File: src/tlpm_pkg.sv
// ----------------------------------------------------------------------------
// tlpm_pkg
// Shared types and constants for the two-level page map translator.
// ----------------------------------------------------------------------------
`default_nettype none

package tlpm_pkg;

    // Address split: directory index, table index, page offset
    localparam int DIR_SHIFT     = 22;
    localparam int PAGE_SHIFT    = 12;
    localparam int IDX_W         = 10;
    localparam int OFFSET_W      = 12;
    localparam int DIR_SLOTS     = 1024;
    localparam int TABLE_ENTRIES = 1024;
    localparam logic [31:0] PRESENT_BIT = 32'h0000_0001;

    // Request kinds
    localparam logic KIND_TRANSLATE = 1'b0;
    localparam logic KIND_MAP       = 1'b1;

    typedef enum logic [2:0] {
        STAT_OK         = 3'd0,
        STAT_DIR_ABSENT = 3'd1,
        STAT_PG_ABSENT  = 3'd2,
        STAT_ALREADY    = 3'd3,
        STAT_NO_TABLE   = 3'd4
    } t_status;

    typedef enum logic [1:0] {
        S_CLEAR,
        S_IDLE,
        S_DIR,
        S_ENT
    } t_state;

    typedef struct packed {
        logic        kind;
        logic [31:0] virtual_address;
        logic [31:0] physical_address;
        logic [7:0]  flags;
    } t_req;

    typedef struct packed {
        logic [31:0] translated_address;
        t_status     status;
    } t_rsp;

    // Sequencer to datapath control
    typedef struct packed {
        logic ready;      // a request may be taken this cycle
        logic dir_stage;  // directory read data is valid
        logic finish;     // entry data valid and result register free
        logic clearing;   // post-reset sweep in progress
        logic clr_dir;    // sweep address also lies inside the directory
    } t_seq_ctrl;

endpackage

`default_nettype wire

File: src/tlpm_seq.sv
// ----------------------------------------------------------------------------
// tlpm_seq
// Request sequencer: post-reset clearing sweep, then the directory and
// entry read steps of each request.
// ----------------------------------------------------------------------------
`default_nettype none

module tlpm_seq #(
    parameter int TABLE_POOL = 16,
    localparam int EAW = $clog2(TABLE_POOL * tlpm_pkg::TABLE_ENTRIES)
) (
    input  wire logic                 i_clk,
    input  wire logic                 i_rst_n,
    input  wire logic                 i_valid,
    input  wire logic                 i_out_free,
    output tlpm_pkg::t_seq_ctrl       o_ctrl,
    output logic          [EAW-1:0]   o_clr_addr
);
    import tlpm_pkg::*;

    localparam int ENT_DEPTH = TABLE_POOL * TABLE_ENTRIES;

    t_state         r_state, n_state;
    logic [EAW-1:0] r_clr, n_clr;
    logic           clr_last;

    assign clr_last   = (r_clr == EAW'(ENT_DEPTH - 1));
    assign o_clr_addr = r_clr;

    // Next state
    always_comb begin
        n_state = r_state;
        case (r_state)
            S_CLEAR: if (clr_last) n_state = S_IDLE;
            S_IDLE:  if (i_valid) n_state = S_DIR;
            S_DIR:   n_state = S_ENT;
            S_ENT: begin
                if (i_out_free) begin
                    n_state = i_valid ? S_DIR : S_IDLE;
                end
            end
            default: n_state = S_IDLE;
        endcase
    end

    // Sweep counter
    always_comb begin
        n_clr = r_clr;
        if (r_state == S_CLEAR && !clr_last) begin
            n_clr = r_clr + EAW'(1);
        end
    end

    // Outputs
    always_comb begin
        o_ctrl           = '0;
        o_ctrl.clr_dir   = ({1'b0, r_clr} < (EAW + 1)'(DIR_SLOTS));
        case (r_state)
            S_CLEAR: o_ctrl.clearing = 1'b1;
            S_IDLE:  o_ctrl.ready = 1'b1;
            S_DIR:   o_ctrl.dir_stage = 1'b1;
            S_ENT: begin
                o_ctrl.ready  = i_out_free;
                o_ctrl.finish = i_out_free;
            end
            default: o_ctrl.ready = 1'b0;
        endcase
    end

    always_ff @(posedge i_clk) begin
        if (!i_rst_n) begin
            r_state <= S_CLEAR;
            r_clr   <= '0;
        end else begin
            r_state <= n_state;
            r_clr   <= n_clr;
        end
    end

endmodule

`default_nettype wire

File: config.mk
export PLATFORM = sky130hd
export DESIGN_NAME = tlpm_seq
export DESIGN_NICKNAME = d
export VERILOG_FILES = /design/src/tlpm_pkg.sv /design/src/tlpm_seq.sv
export SDC_FILE = /design/constraint.sdc
export NUM_CORES = 1
export LEC_CHECK = 0
export BUFFER_PORTS_ARGS = -buffer_cell sky130_fd_sc_hd__clkbuf_2
export CAP_MARGIN = 20
export CELL_PAD_IN_SITES_DETAIL_PLACEMENT = 0
export CELL_PAD_IN_SITES_GLOBAL_PLACEMENT = 1
export CORE_MARGIN = 2
export CORE_UTILIZATION = 35
export CTS_CLUSTER_DIAMETER = 200
export DETAILED_ROUTE_END_ITERATION = 7
export GPL_ROUTABILITY_DRIVEN = 0
export GPL_TIMING_DRIVEN = 0
export PLACE_DENSITY = 0.73
export SYNTH_ARGS = -nofsm -noshare
export SYNTH_HDL_FRONTEND = slang
export SYNTH_SLANG_ARGS = --single-unit
File: constraint.sdc
create_clock -name i_clk -period 3.7 [get_ports i_clk]
set_input_delay 0.555 -clock i_clk [delete_from_list [all_inputs] [get_ports i_clk]]
set_output_delay 0.555 -clock i_clk [all_outputs]
set_load 0.03 [all_outputs]
======== Word-level counts from Yosys, hierarchy flattened ========
Cells that the tools add are included.
word-level totals
  register bits ........................... 16
  input bits .............................. 4
  output and inout port bits .............. 19
  word-level logic and storage cells ...... 24
cells by class
  add/sub/neg operators ................... 1
  $lt $le $gt $ge ......................... 1
  equal/unequal tests ..................... 7
  mux-type cells .......................... 9
  reductions and logical operators ........ 4
operators with widths
  kind                                                                            number
  14-bit by 1-bit adder with 14-bit output, second input constant                 1
  14-bit == test, second input constant                                           1
  14-bit by 11-bit less-than comparator with 1-bit output, second input constant  1
  2-bit 2-to-1 mux                                                                4
  2-bit one-hot mux with 4 select lines                                           1
  2-bit inequality test, second input constant                                    3
  2-bit == test, second input constant                                            2
  1-bit 2-to-1 mux                                                                3
  3-bit AND reduction                                                             1
  2-bit by 1-bit == test with 1-bit output, second input constant                 1
  2-bit zero test                                                                 1
  1-bit one-hot mux with 2 select lines                                           1
  1-bit logical AND                                                               1
  1-bit zero test                                                                 1

======== Longest topological paths before layout ========
  depth after elaboration ................. 3
  mapped depth ............................ 6
  depth with buffers taken out ............ 5

======== Least setup slack after synthesis ========
No wires, ideal clock.
  path kind ............................... register to register
  from .................................... reg r_clr[0] (netlist: o_clr_addr[0])
  to ...................................... reg r_clr[12] (netlist: o_clr_addr[12])
  library setup time ...................... 0.070 ns
  data arrival time ....................... 2.142 ns
  required time ........................... 3.630 ns
  setup slack ............................. 1.488 ns
  cell stages (with the launch flop) ...... 6
  clock period less this slack ............ 2.212 ns
  cell sequence ........................... dfxtp_1 -> ha_1 -> nand4_1 -> or2_2 -> or4_2 -> a21oi_1
on the way
  longest elaborated chain between the ends .. 3
RTL lines
  item                                                                                              line            text
  start, declared                                                                                   tlpm_seq.sv:24  logic [EAW-1:0] r_clr, n_clr;
  start signal, assigned                                                                            tlpm_seq.sv:76  r_clr <= n_clr;
  parallel branches: the longest is 3 deep, another holds 14-bit by 1-bit adder with 14-bit output  -
Several ways; the timed one is not identified.
A chain may end at the register's enable or synchronous reset.

======== Worst setup path after layout ========
  from .................................... reg r_clr[0] (netlist: o_clr_addr[0])
  to ...................................... reg r_clr[0] (netlist: o_clr_addr[0])
The elaborated chain is that of the path after synthesis.

==> flow_summary.json <==
{
  "run_status": "complete, no violations",
  "share_of_synthesized_area_occupied_by_flip_flops_and_latches_pct": 39.5,
  "cap_violations": 0,
  "cts.repair_timing.setup_buffer_count": 0,
  "detail_route.first_pass.iterations": 3,
  "via_count": 805,
  "reg2reg_to": "o_clr_addr[0]$_SDFFE_PN0P_",
  "layout-drive-gt1-share_pct": 26.8,
  "finalSetupTns_ns": 0,
  "drc": 0,
  "clock_skew_ns": 0.00816,
  "critical_setup_path_class": "reg -> reg",
  "post_synth_inst_count": 98,
  "grt.overflow.total": 0,
  "number_of_antenna_violations_at_the_first_check_in_global_routing": 0,
  "reg2reg_depth": 6,
  "cts_tree": "built",
  "portBuffers": 22,
  "core_area_um2": 2190,
  "syn_to_final_growth_pct": 20.7,
  "clock_sinks": 16,
  "worst_skew_pair.late_latency_ns": 0.29,
  "clockRootBuffer": "clkbuf_4",
  "grt_util_all_layers_pct": 16.0,
  "via_count_of_the_first_global_routing_pass": 713,
  "drt_iter0_markers": 5,
  "grt_start_max_net_pins": 11,
  "crit_path_start": "o_clr_addr[0]$_SDFFE_PN0P_",
  "timing.critical_path.fanout_max": 10,
  "drt-total-wl_um": 1900,
  "totalPowerFinal_uw": 292,
  "final_period_minus_worst_setup_slack_ns": 2.32,
  "ff2ff_setup_slack_ns": 1.38,
  "detail_route.vias_per_cell": 5.33,
  "io_pins": 23,
  "required_ns": 3.87,
  "cts.reportedPaths.clkPinSlew_ns": 0.10,
  "cts-hold-fix-buffers": 0,
  "synth.cell_area_um2": 811,
  "synthesis.area_per_instance_um2": 8.27,
  "post_synth_num_cell_types": 31,
  "wire_per_inst_um": 12.6,
  "synth-seq-cells": 16,
  "layout.core_utilization_pct": 44.7,
  "timing.fmax_ghz": 0.432,
  "core.rowCount": 17,
  "yosys_warnings": 0,
  "mostFrequentLayoutCells": "clkbuf_2 (22), dfxtp_1 (16), a21oi_1 (13)",
  "final_min_period_over_clock_period_pct": 62.6,
  "grt_pass1_wl_um": 3190,
  "min_from": "o_clr_addr[7]$_SDFFE_PN0P_",
  "worstHoldPathType": "reg -> reg",
  "die_area_um2": 2720,
  "peakVddDrop_uv": 209,
  "setup_viol": 0,
  "post_cts_resize_count": 0,
  "endpoint_kind": "register",
  "post_synth_net_total": 103,
  "die_h_um": 52.1,
  "tightestPinTransition_ns": 0.647,
  "worst_ep_arrival_time_ns": 2.49,
  "crit_path_start_kind": "register",
  "timing.rr.start": "o_clr_addr[0]$_SDFFE_PN0P_",
  "dp_worst_setup_slack_ns": 1.40,
  "finalMaxSlewViolations": 0,
  "insertedDiodeCount": 0,
  "nets": 130,
  "unrepaired_setup_endpoints_after_global_routing": "no",
  "layout_commonest_cell": "clkbuf_2",
  "dp_hpwl_um": 1380,
  "min_path_cells": 2,
  "chipWidth_um": 52.1,
  "min_delay_worst_endpoint": "o_clr_addr[7]$_SDFFE_PN0P_",
  "maxSlewHeadroom_pct": 56.4,
  "initial_core_util_pct": 37.0,
  "pd_cells_nw_per_um2": 299,
  "route.antenna.remaining_nets": 0,
  "final_setup_slack_of_the_worst_path_ns": 1.38,
  "timing_hold_violations_final": 0,
  "max-clock-path-buffers": 2,
  "cts_buffers": 3,
  "htree_levels": 1,
  "total_leakage_power_nw": 0.357
}
layer usage:
layer | routed length, µm | track usage (%) | up-vias | part of all wire [%]
met4 | 27 | 7.69 | 0 | 1.4
met3 | 60 | 2.59 | 4 | 3.2
met1 | 978 | 22.1 | 360 | 51
met2 | 835 | 24.1 | 14 | 44
met5 | 0 | 0 | - | 0
li1 | - | - | 427 | -
report_power, final:
part           switching, mW  total [mW]  internal, mW
registers            0.00352       0.178         0.175
logic                 0.0126      0.0186       0.00601
clock network         0.0573      0.0952        0.0379
total                 0.0734       0.292         0.219
critical path, stage by stage (launching register included):
cell and delay [ns]:
dfxtp_1 0.42, ha_1 0.22, nand4_1 0.31, o41ai_2 0.70, buf_2 0.33, xor2_1 0.17
nor2_1 0.05
registers in the layout, indices dropped and copies added, names as in the netlist:
name        count
o_clr_addr     14
r_state         2
cells in the mapped netlist, drive strengths merged:
library cell	number	share of area, %
or3	5	3.9
and3	1	0.77
and4	1	1.1
xor2	1	1.1
o21ai	6	3.7
or4b	1	1.2
o41ai	3	4.2
nor3b	1	0.93
nor2	4	1.9
or2	2	1.5
buf	1	0.62
ha	1	1.5
nand4	2	1.5
or4	5	5.2
nand2	10	4.6
nor2b	1	0.77
or3b	1	1.4
o21bai	1	0.93
a311oi	2	2.2
o31ai	3	2.8
inv	5	2.3
nor4	1	0.77
nand3	7	4.3
dlygate4sd1	1	1.1
dfxtp	16	40
nor3	2	1.2
a21oi	13	8.0
a21boi	1	0.93
cells by family after synthesis:
group	after synthesis	synth area share, %
AND/OR/NAND/NOR	44	31.2
AO/OA/AOI/OAI	29	22.7
flip-flops	16	39.5
buffers and inverters	7	4.01
XOR/XNOR	1	1.08
adder cells (fa/ha/maj)	1	1.54
layout make-up:
class	instances	area [µm²]
Fill cell	234	1210
Multi-Input combinational cell	75	458
Sequential cell	16	320
Timing Repair Buffer	22	110
Tap cell	28	35.0
Clock buffer	3	22.5
Inverter	5	18.8
Buffer	2	13.8
worst max path at each step:
stage,end,slack [ns],cells after the start
after floorplan,o_clr_addr[12]$_SDFFE_PN0P_,1.49,5
after global placement,o_clr_addr[0]$_SDFFE_PN0P_,1.41,6
after detailed placement,o_clr_addr[0]$_SDFFE_PN0P_,1.40,6
after CTS,o_clr_addr[0]$_SDFFE_PN0P_,1.36,6
after global routing,o_clr_addr[0]$_SDFFE_PN0P_,1.14,6
final,o_clr_addr[0]$_SDFFE_PN0P_,1.38,6
stage by stage:
stage | area, µm² | std cells | hold WS (ns)
after global placement | 956 | 148 | 0.478
after floorplan | 811 | 98 | 0.488
after global routing | 978 | 151 | 0.529
after detailed placement | 956 | 148 | 0.496
after CTS | 978 | 151 | 0.508
final | 978 | 151 | 0.508
Note: power is estimated with default switching activity, not from simulation.
